### src/rtl/stlru_pkg.sv
// Shared types and constants for the sampler tag table.
// No dependencies; imported by every module of the block except stlru_ram.
`timescale 1ns / 1ps

package stlru_pkg;

  localparam int NUM_SETS = 64;
  localparam int NUM_WAYS = 8;
  localparam int SIG_BITS = 16;
  localparam int AGE_BITS = 8;

  localparam int SET_W   = (NUM_SETS > 1) ? $clog2(NUM_SETS) : 1;
  localparam int WAY_W   = (NUM_WAYS > 1) ? $clog2(NUM_WAYS) : 1;
  localparam int ENTRIES = NUM_SETS * NUM_WAYS;
  localparam int ADDR_W  = (ENTRIES > 1) ? $clog2(ENTRIES) : 1;
  localparam int CMP_W   = (AGE_BITS > 8) ? AGE_BITS : 8;

  localparam logic [AGE_BITS-1:0] AGE_MAX = {AGE_BITS{1'b1}};

  localparam logic [2:0] CMD_FIND   = 3'd0;
  localparam logic [2:0] CMD_VICTIM = 3'd1;
  localparam logic [2:0] CMD_ALLOC  = 3'd2;
  localparam logic [2:0] CMD_AGE    = 3'd3;
  localparam logic [2:0] CMD_WRITE  = 3'd4;

  typedef struct packed {
    logic [2:0]  cmd;
    logic [5:0]  set_index;
    logic [15:0] signature;
    logic [7:0]  age_limit;
    logic [2:0]  way_select;
    logic        write_valid;
    logic [7:0]  write_age;
  } req_t;

  typedef struct packed {
    logic       hit;
    logic [2:0] way_found;
    logic       way_given;
  } rsp_t;

  typedef struct packed {
    logic                valid;
    logic [SIG_BITS-1:0] sig;
    logic [AGE_BITS-1:0] age;
  } entry_t;

  localparam int ENTRY_W = $bits(entry_t);

  typedef enum logic [2:0] {
    ST_CLEAR,
    ST_IDLE,
    ST_SCAN,
    ST_TAIL,
    ST_WRITE,
    ST_FINISH
  } state_t;

  // controller to datapath
  typedef struct packed {
    logic clear_step;
    logic load_item;
    logic scan_issue;
    logic do_write;
    logic load_result;
  } dp_cmd_t;

  // datapath to controller
  typedef struct packed {
    logic clear_last;
    logic scan_last;
    logic in_scan;
    logic in_write;
  } dp_stat_t;

endpackage

### src/rtl/stlru_ctrl.sv
// Controller: sequences clearing, way scans, writes and result hand-off.
// Depends on stlru_pkg.
`timescale 1ns / 1ps

module stlru_ctrl import stlru_pkg::*; (
  input  logic     clk,
  input  logic     rst,
  input  logic     req_valid,
  output logic     req_ready,
  output logic     rsp_valid,
  input  logic     rsp_ready,
  input  dp_stat_t stat,
  output dp_cmd_t  ctl
);

  state_t state, state_next;
  logic   out_free;

  assign out_free = !rsp_valid || rsp_ready;

  always_ff @(posedge clk) begin
    if (rst) begin
      state <= ST_CLEAR;
    end else begin
      state <= state_next;
    end
  end

  always_comb begin
    state_next = state;
    unique case (state)
      ST_CLEAR: begin
        if (stat.clear_last) state_next = ST_IDLE;
      end
      ST_IDLE: begin
        if (req_valid) begin
          if (stat.in_scan)       state_next = ST_SCAN;
          else if (stat.in_write) state_next = ST_WRITE;
          else                    state_next = ST_FINISH;
        end
      end
      ST_SCAN: begin
        if (stat.scan_last) state_next = ST_TAIL;
      end
      ST_TAIL:   state_next = ST_FINISH;
      ST_WRITE:  state_next = ST_FINISH;
      ST_FINISH: begin
        if (out_free) state_next = ST_IDLE;
      end
      default:   state_next = ST_CLEAR;
    endcase
  end

  always_comb begin
    ctl       = '0;
    req_ready = 1'b0;
    unique case (state)
      ST_CLEAR:  ctl.clear_step = 1'b1;
      ST_IDLE: begin
        req_ready     = 1'b1;
        ctl.load_item = req_valid;
      end
      ST_SCAN:   ctl.scan_issue  = 1'b1;
      ST_TAIL:   ;
      ST_WRITE:  ctl.do_write    = 1'b1;
      ST_FINISH: ctl.load_result = out_free;
      default:   ;
    endcase
  end

  always_ff @(posedge clk) begin
    if (rst) begin
      rsp_valid <= 1'b0;
    end else if (ctl.load_result) begin
      rsp_valid <= 1'b1;
    end else if (rsp_ready) begin
      rsp_valid <= 1'b0;
    end
  end

  a_accept_leaves_idle: assert property (@(posedge clk) disable iff (rst)
    (req_valid && req_ready) |=> (state != ST_IDLE))
    else $error("accepted transaction did not start work");

  a_tail_after_scan: assert property (@(posedge clk) disable iff (rst)
    (state == ST_TAIL) |-> ($past(state) == ST_SCAN))
    else $error("tail cycle without a preceding scan");

  a_result_from_finish: assert property (@(posedge clk) disable iff (rst)
    $rose(rsp_valid) |-> ($past(state) == ST_FINISH))
    else $error("result raised outside the finish step");

endmodule

### config.mk
export PLATFORM = sky130hd
export DESIGN_NAME = stlru_ctrl
export DESIGN_NICKNAME = d
export VERILOG_FILES = /design/src/rtl/stlru_pkg.sv /design/src/rtl/stlru_ctrl.sv
export SDC_FILE = /design/constraint.sdc
export NUM_CORES = 1
export LEC_CHECK = 0
export ABC_CLOCK_PERIOD_IN_PS = 2300
export BUFFER_PORTS_ARGS = -buffer_cell sky130_fd_sc_hd__buf_2
export CORE_AREA = 4 4 41 43
export CTS_CLUSTER_DIAMETER = 80
export DETAILED_ROUTE_END_ITERATION = 7
export DIE_AREA = 0 0 45 47
export PLACE_DENSITY_LB_ADDON = 0.1
export SYNTH_ARGS = -nofsm -noshare
export SYNTH_HDL_FRONTEND = slang
export SYNTH_SLANG_ARGS = --single-unit
### constraint.sdc
create_clock -name clk -period 2.3 [get_ports clk]
set_input_delay 0.345 -clock clk [delete_from_list [all_inputs] [get_ports clk]]
set_output_delay 0.345 -clock clk [all_outputs]
set_load 0.01 [all_outputs]
== Yosys cells after proc, flatten, opt, wreduce, memory -nomap -nowiden ==
Index checks and enable logic that the tools add are counted.

* ROM bits: 0
* Bits in writable memories: 0
* Bits in latches: 0
* Output and inout bits: 7
* Register bits: 4
* Memories kept: 0
* Logic and storage cells: 32
* Input port bits: 8

* Multiplexer cells: 15
* $lt $le $gt $ge: 0
* $mul: 0
* Add/subtract/negate cells: 0
* Eq/ne operators: 9
* Divide/modulo/power cells: 0
* Reduce and logical (&&, ||, !) cells: 6
* Bitwise operators: 0
* Shift operators: 0

{| class="wikitable"
|+ Operators with widths
! cell !! count
|-
| $mux 3 || 5
|-
| $pmux 3 s5 || 1
|-
| $mux 1 || 9
|-
| $ne 2x2->1 const B || 4
|-
| $eq 3x2->1 const B || 2
|-
| $eq 3x3->1 const B || 2
|-
| $reduce_and 4->1 || 1
|-
| $eq 3x1->1 const B || 1
|-
| $logic_not 3->1 || 1
|-
| $reduce_bool 2->1 || 1
|-
| $reduce_or 2->1 || 1
|-
| $logic_not 1->1 || 1
|-
| $logic_or 1x1->1 || 1
|}

== Longest topological paths before layout ==
Gate-level depths: netlist of the first run.

* Depth after elaboration: 4
* Mapped depth: 5
* Mapped depth without buffers: 4

== Worst setup path after synthesis of the first run ==
Ideal clock, no wire load.

* Path kind: register to output
* Start: register state[0]
* End: output ctl[3] (netlist name)
* Data required time: 1.955 ns
* Data arrival time: 1.093 ns
* Cell stages (with the launch flop): 4
* Buffers on the path: 1
* Slack: 0.862 ns
* Path through: dfxtp_1 buf_6 nor3b_1 and2_1

{| class="wikitable"
|+ RTL lines
! what !! line !! RTL
|-
| start: declaration || stlru_ctrl.sv:16 || <nowiki>state_t state, state_next;</nowiki>
|-
| start signal: assignment || stlru_ctrl.sv:25 || <nowiki>state <= state_next;</nowiki>
|-
| end: declaration || stlru_ctrl.sv:13 || <nowiki>output dp_cmd_t ctl</nowiki>
|}

==> results.cfg, run 1 <==
[status]
status = finished, final reports clean

[logic_synthesis]
synth_top_area_cell = dfxtp_1
syn_area_um2 = 322
synth_top_area_frac = 0.249
synth_nets = 43
synth-seq-cells = 4
ys_warn_count = 0
syn-instance-count = 35
synth_ff_type = dfxtp_1
ys_seq_area_frac = 0.249
synth_most_common_cell = nor2_1
synth.distinct_cells = 23
synthTopCellsByArea = dfxtp_1 25%, a2111oi_2 9.3%, buf_6 7.0%, mux2i_1 6.2%, nor2_1 5.8%
synth.avg_cell_area_um2 = 9.19
synth_common_cells = 5 x nor2_1, 4 x dfxtp_1
synth-edff-count = 0
synth-async-reset-ratio = 0

[layout]
fillers = 150
multi_input_area_um2 = 208
layout.nets = 59
seqCellArea_um2 = 80.1
syn2layout_area_growth_pct = 25.3
num_antenna_cells = 0
finalNonFillerCells = 64
layout-drive-gt1-share = 0.510

[floorplan]
rows = 13
ios = 15
die_area_mm2 = 0.00212
core_area_mm2 = 0.00130
die-height_um = 47
initial_core_util = 0.247
dieWidth_um = 45

[grt]
gr-usage-met1 = 0.0727
grt_antenna_before_repair = 0
first_global_vias = 290
met2_usage = 0.147
grt_usage = 0.0790
grt_pass1_wl_mm = 1.17
grt.overflow.total = 0
grt_util_met3 = 0.0498
grt_max_degree = 12
busiest_layer = met2

[clock_tree]
post_cts_buffers = 0
clock_path_buffers = 2
clockRootBuffer = clkbuf_4
clk_pin_slew_ns = 0.04
holdBufCountCts = 0
cts_resized = 0
cts_buffers = 3
clkLatencyLatePin_ns = 0.23
cts_tree = done
numClockSinks = 4
htree_num_levels = 1

[timing]
fin_ws_ns = 0.578
hold_slack_ns = 0.336
worst-slew-pin-transition_ns = 0.344
slew-limit-headroom = 0.771
layout_min_cycle_time_ns = 1.72
tns_ns = 0
setup_violations = 0
max_freq_mhz = 581
fin_crit_sh = 0.749
fin_skew_ns = 0.00211
rsz0062_at_grt = false
report.final.slew_viol_count = 0
hold_viol = 0

[worst_setup_path]
cp_max_fo = 11
path_class = reg -> out
cp-start-kind = flop
endpoint_kind = output pin
worstPathArrival_ns = 1.38
required_ns = 1.96

[min_path]
hold_class = in -> reg

[placed_design]
routabilityCongestion = 0.723
place_ws_ns = 0.817
dp_hpwl_um = 622
io_buffers = 14
dp.cells = 61

[route]
wl_per_cell_um = 11.5
vias = 297
dr.first_iter.drc_count = 6
drc = 0
drtPass1Iterations = 3
via_per_inst = 4.64
drtAntennaViolNets = 0
wl_um = 738

[power_and_ir_drop]
p_total_w = 0.000263
vdd_drop_max_v = 0.000269
leakage_nw = 0.189
powerDensity_mw_per_mm2 = 654

[flow_run]
maxCapViolCount = 0
-- metrics by stage --
| stage | area, um^2 | util |
|---|---|---|
| floorplan | 322 | - |
| global placement | 380 | 0.292 |
| detailed placement | 380 | 0.292 |
| CTS | 403 | 0.310 |
| global route | 403 | 0.310 |
| finish | 403 | 0.310 |
-- cell type report --
| type | count | area share |
|---|---|---|
| flip-flops and latches | 4 | 0.199 |
| well taps | 15 | 0.0466 |
| clock buffers | 3 | 0.0559 |
| inverters | 1 | 0.00932 |
| multi-input cells | 27 | 0.516 |
| repair buffers | 14 | 0.174 |
-- kinds of logic (layout without fill, tap and decap cells) --
| group | Yosys count | after routing | synth area share |
|---|---|---|---|
| AO/OA/AOI/OAI | 8 | 8 | 0.253 |
| buffers and inverters | 4 | 18 | 0.105 |
| flip-flops | 4 | 4 | 0.249 |
| multiplexers | 2 | 2 | 0.0623 |
| AND/OR/NAND/NOR | 17 | 17 | 0.331 |
-- cells in the final DEF, fill, tap and decap left out, types with 2 or more instances in the layout --
cell type  count
a2111oi_2      2
a22oi_1        2
buf_2         14
clkbuf_4       3
dfxtp_1        4
mux2i_1        2
nor2_1         5
nor3b_1        2
-- sequential cells by signal, indices dropped and copies added (netlist names) --
signal     flops
state          3
rsp_valid      1
-- metal layers --
metal	vias to the layer above	wire, um
li1	155	-
met4	0	0
met3	0	32
met5	-	0
met2	5	366
met1	137	339
-- path summary, 6_finish.rpt --
| kind | to | from | slack [ns] | depth (start not counted) |
|---|---|---|---|---|
| worst max register to register | state[0]$_SDFFE_PP0P_ | state[1]$_SDFFE_PP0P_ | 0.98 | 4 |
| worst min register to register | state[1]$_SDFFE_PP0P_ | state[2]$_SDFFE_PP0P_ | 0.63 | 1 |
| worst min-delay path | state[2]$_SDFFE_PP0P_ | rst | 0.34 | 2 |
| worst max-delay path | ctl[2] | state[1]$_SDFFE_PP0P_ | 0.58 | 3 |
-- worst max-delay path, cell delays in order, from the launching register on --
cell and delay (ns):
dfxtp_1 0.48, or2b_2 0.35, nor2_1 0.15, buf_2 0.16
-- where the power goes --
part	internal, W	leakage, nW	switching, W
clock	0.0000584	0.0138	0.0000290
combinational	0.0000457	0.142	0.0000383
sequential	0.0000763	0.0327	0.0000158
total	0.000180	0.189	0.0000831
No activity file was read; power rests on OpenSTA's default activity.
==> run 2, diff against run 1 <==
ABC_CLOCK_PERIOD_IN_PS = 1720   (was 2300)
clock period = 1.72 ns   (was 2.3 ns; I/O delays follow)
==> run 2 against run 1 <==
  * Cell count did not move
  * Power is 34% higher
  * Sequential power is 35% higher
  * First-iteration DRC count unchanged
  * Clock power is 34% higher
  * Global-route usage unchanged
  * Design area is 0.31% higher
  * Critical endpoint unchanged
==> results.cfg, run 2 (same netlist as run 1, synthesis figures left out) <==
[timing]
setup_violations = 0
layout_min_cycle_time_ns = 1.63
hold_viol = 0
slew-limit-headroom = 0.786
rsz0062_at_grt = false
fin_skew_ns = 0.00211
fin_crit_sh = 0.951
report.final.slew_viol_count = 0
max_freq_mhz = 612
worst-slew-pin-transition_ns = 0.320
tns_ns = 0

[grt]
grt.overflow.total = 0
grt_pass1_wl_mm = 1.17
first_global_vias = 290
grt_max_degree = 12
grt_usage = 0.0790
grt_antenna_before_repair = 0

[floorplan]
ios = 15
die-height_um = 47
rows = 13
core_area_mm2 = 0.00130
initial_core_util = 0.247
dieWidth_um = 45
die_area_mm2 = 0.00212

[worst_setup_path]
path_class = reg -> out
worstPathArrival_ns = 1.38
cp_max_fo = 11
endpoint_kind = output pin
required_ns = 1.46
cp-start-kind = flop

[route]
wl_um = 738
vias = 297
drtPass1Iterations = 3
via_per_inst = 4.64
drc = 0
drtAntennaViolNets = 0
wl_per_cell_um = 11.5
dr.first_iter.drc_count = 6

[flow_run]
maxCapViolCount = 0

[layout]
fillers = 149
reg.largest.list = state: 3 flops, rsp_valid: 1 flops
fin_area_um2 = 404
final_common_cell = buf_2
syn2layout_area_growth_pct = 25.7
num_antenna_cells = 0
final_cell_mix = 14 x buf_2, 5 x nor2_1, 3 x clkbuf_4, 3 x dfxtp_1
max_flop_register = state
layout-drive-gt1-share = 0.531
largest_reg_flops = 3
layout.nets = 59

[placed_design]
place_area_um2 = 380
dp_hpwl_um = 622
routabilityCongestion = 0.723
io_buffers = 14

[clock_tree]
htree_num_levels = 1
clockRootBuffer = clkbuf_4
numClockSinks = 4
clkLatencyLatePin_ns = 0.23
post_cts_buffers = 0
cts_buffers = 3
clock_path_buffers = 2
cts_tree = done
clk_pin_slew_ns = 0.04

[power_and_ir_drop]
powerDensity_mw_per_mm2 = 875
leakage_nw = 0.189
vdd_drop_max_v = 0.000360

[status]
status = finished, final reports clean

[min_path]
hold_class = in -> reg
-- run 2: cell counts in the layout (fill, tap and decap cells not counted) --
No cell type changed its count.
-- run 2: timing repair --
action | 4_1_cts | 5_1_grt
hold endpoints to repair | 0 | 0
hold buffers | 0 | 0
resized for setup | 0 | 1
endpoints found under the setup margin | 0 | 1
-- run 2: area by class of cell --
cell class | instances | area [um^2] | area share
flip-flops and latches | 4 | 81.3 | 0.201
multi-input cells | 27 | 208 | 0.514
clock buffers | 3 | 22.5 | 0.0557
repair buffers | 14 | 70.1 | 0.173
well taps | 15 | 18.8 | 0.0464
inverters | 1 | 3.75 | 0.00929
-- run 2: metal layers --
metal,global-route usage,wire length (um),vias up
met3,0.0498,32,0
met2,0.147,366,5
met5,0,0,-
li1,-,-,155
met4,0.0175,0,0
met1,0.0727,339,137
-- run 2: per-stage QoR --
step	setup WS [ns]	hold slack [ns]	total power, W	util	instances
6_report	0.0851	0.249	0.000354	0.311	64
3_5_place_dp	0.324	0.494	0.000239	0.292	61
4_1_cts	0.0658	0.245	0.000362	0.310	64
3_3_place_gp	0.333	0.494	0.000238	0.292	61
2_1_floorplan	0.369	0.327	0.000215	-	35
5_1_grt	0.0166	0.257	0.000381	0.311	64
-- run 2: where the power goes --
group | internal, W | leakage (nW) | switching, W | total (W)
Sequential | 0.000103 | 0.0329 | 0.0000211 | 0.000124
Combinational | 0.0000612 | 0.142 | 0.0000512 | 0.000112
Clock | 0.0000781 | 0.0138 | 0.0000388 | 0.000117
Total | 0.000242 | 0.189 | 0.000111 | 0.000354
-- run 2: path summary, 6_finish.rpt --
kind	from	cells after the start	slack [ns]	endpoint
max reg2reg	state[1]$_SDFFE_PP0P_	4	0.40	state[0]$_SDFFE_PP0P_
min reg2reg	state[0]$_SDFFE_PP0P_	2	0.60	state[0]$_SDFFE_PP0P_
min	rst	2	0.25	state[2]$_SDFFE_PP0P_
max	state[1]$_SDFFE_PP0P_	3	0.09	ctl[2]
-- run 2: critical path, cell delays in order (launching register included) --
cell	delay (ns)
dfxtp_1	0.48
or2b_2	0.35
nor2_1	0.15
buf_2	0.16
==> run 3, diff against run 2 <==
PLACE_DENSITY = 0.54   (was default)
PLACE_DENSITY_LB_ADDON = default   (was 0.1)
==> run 3 against run 2 <==
  * Cell count stayed put
  * Clock power about the same
  * Combinational power about the same
  * Via count down 1.0%
  * Register-to-register slack hardly changed
  * Critical path depth unchanged
  * Worst hold slack got worse by 0.013 ns
  * Fmax grew 3.0%
  * Non-clock buffer count is the same
  * Highest routed layer is now met4
==> results.cfg, run 3 (same netlist as run 1, synthesis figures left out) <==
[grt]
grt_usage = 0.0711
grt.overflow.total = 0
grt_pass1_wl_mm = 1.05
first_global_vias = 264
grt_max_degree = 12
grt_antenna_before_repair = 0

[layout]
syn2layout_area_growth_pct = 27.2
layout-drive-gt1-share = 0.551
fin_area_um2 = 409
layout.nets = 59
largest_reg_flops = 3
num_antenna_cells = 0
reg.largest.list = state: 3 flops, rsp_valid: 1 flops
finalNonFillerCells = 64
max_flop_register = state
final_common_cell = buf_2
final_cell_mix = 14 x buf_2, 5 x nor2_1, 3 x clkbuf_4, 3 x dfxtp_1

[worst_setup_path]
cp_max_fo = 11
cp-start-kind = flop
endpoint_kind = output pin
required_ns = 1.46
path_class = reg -> out
slowest_delay_ns = 0.52
r2r_start = state[0]$_SDFFE_PP0P_
crit_chain = and3b_2 > nor2b_1 > buf_2
reg2reg_slack_ns = 0.40
slowest_stage = dfxtp_1
r2r-end = state[1]$_SDFFE_PP0P_
worstPathArrival_ns = 1.33
crit_path_end = ctl[0]
critPathLaunch = state[0]$_SDFFE_PP0P_
rr_worst_depth = 3

[placed_design]
dp_hpwl_um = 521
dp.cells = 61
place_area_um2 = 380
routabilityCongestion = 0.668
io_buffers = 14

[route]
drtPass1Iterations = 2
via_per_inst = 4.59
drtAntennaViolNets = 0
wl_um = 689
drc = 0
vias = 294
wl_per_cell_um = 10.8
dr.first_iter.drc_count = 4

[timing]
hold_viol = 0
rsz0062_at_grt = false
layout_min_cycle_time_ns = 1.59
worst-slew-pin-transition_ns = 0.349
max_freq_mhz = 630
slew-limit-headroom = 0.767
setup_violations = 0
tns_ns = 0
fin_skew_ns = 0.00209
report.final.slew_viol_count = 0
fin_crit_sh = 0.923
hold_slack_ns = 0.236

[floorplan]
dieWidth_um = 45
ios = 15
initial_core_util = 0.247
die-height_um = 47
rows = 13
core_area_mm2 = 0.00130
die_area_mm2 = 0.00212

[clock_tree]
clk_pin_slew_ns = 0.04
numClockSinks = 4
cts_buffers = 3
clockRootBuffer = clkbuf_4
clkLatencyLatePin_ns = 0.24
htree_num_levels = 1
post_cts_buffers = 0
cts_tree = done
clock_path_buffers = 2

[power_and_ir_drop]
powerDensity_mw_per_mm2 = 875
leakage_nw = 0.193
p_total_w = 0.000358
vdd_drop_max_v = 0.000172

[status]
status = finished, final reports clean

[min_path]
worstHoldStart = rst
hold_class = in -> reg

[flow_run]
maxCapViolCount = 0
==> run 3: cell count changes in the layout (fill, tap and decap cells not counted) <==
cell     before  now
nor3b_2       0    1
nor3b_1       2    1
==> run 3: how the worst min path moves through the flow <==
| stage | end | cells past startpoint |
|---|---|---|
| after floorplan | state[1]$_SDFFE_PP0P_ | 1 |
| after global placement | state[1]$_SDFFE_PP0P_ | 2 |
| after detailed placement | state[1]$_SDFFE_PP0P_ | 2 |
| after CTS | state[1]$_SDFFE_PP0P_ | 2 |
| after global routing | state[1]$_SDFFE_PP0P_ | 2 |
| final | state[1]$_SDFFE_PP0P_ | 2 |
==> run 3: critical path: cells and delay by family, from the launching register on <==
family / cells / cell delay [ns]
simple gates: 2 / 0.43
buf+inv: 1 / 0.14
flops: 1 / 0.52
==> run 3: what timing repair did <==
item	CTS	global route
hold buffers	0	0
setup endpoints to repair	0	2
resized for setup	0	2
==> run 3: through the flow <==
| step | utilization | setup WS (ns) |
|---|---|---|
| after floorplan | - | 0.369 |
| after global placement | 0.292 | 0.319 |
| after detailed placement | 0.292 | 0.331 |
| after CTS | 0.310 | 0.0748 |
| after global routing | 0.314 | 0.0506 |
| final | 0.314 | 0.133 |
==> run 3: layout make-up <==
cell class	instances	area (um^2)
Fill cell	152	892
Sequential cell	4	81.3
Multi-Input combinational cell	27	213
Inverter	1	3.75
Tap cell	15	18.8
Timing Repair Buffer	14	70.1
Clock buffer	3	22.5
==> run 3: power by group <==
group	total [W]	switching (W)	internal, W
registers	0.000124	0.0000218	0.000102
clock network	0.000119	0.0000409	0.0000782
logic	0.000115	0.0000520	0.0000626
==> run 3: per-layer routing <==
layer / up-vias / wire length [um] / GRT usage
met4: 0 / 17 / 0.0702
met2: 9 / 331 / 0.107
met5: - / 0 / 0
li1: 153 / - / -
met3: 2 / 36 / 0.0268
met1: 130 / 304 / 0.0750
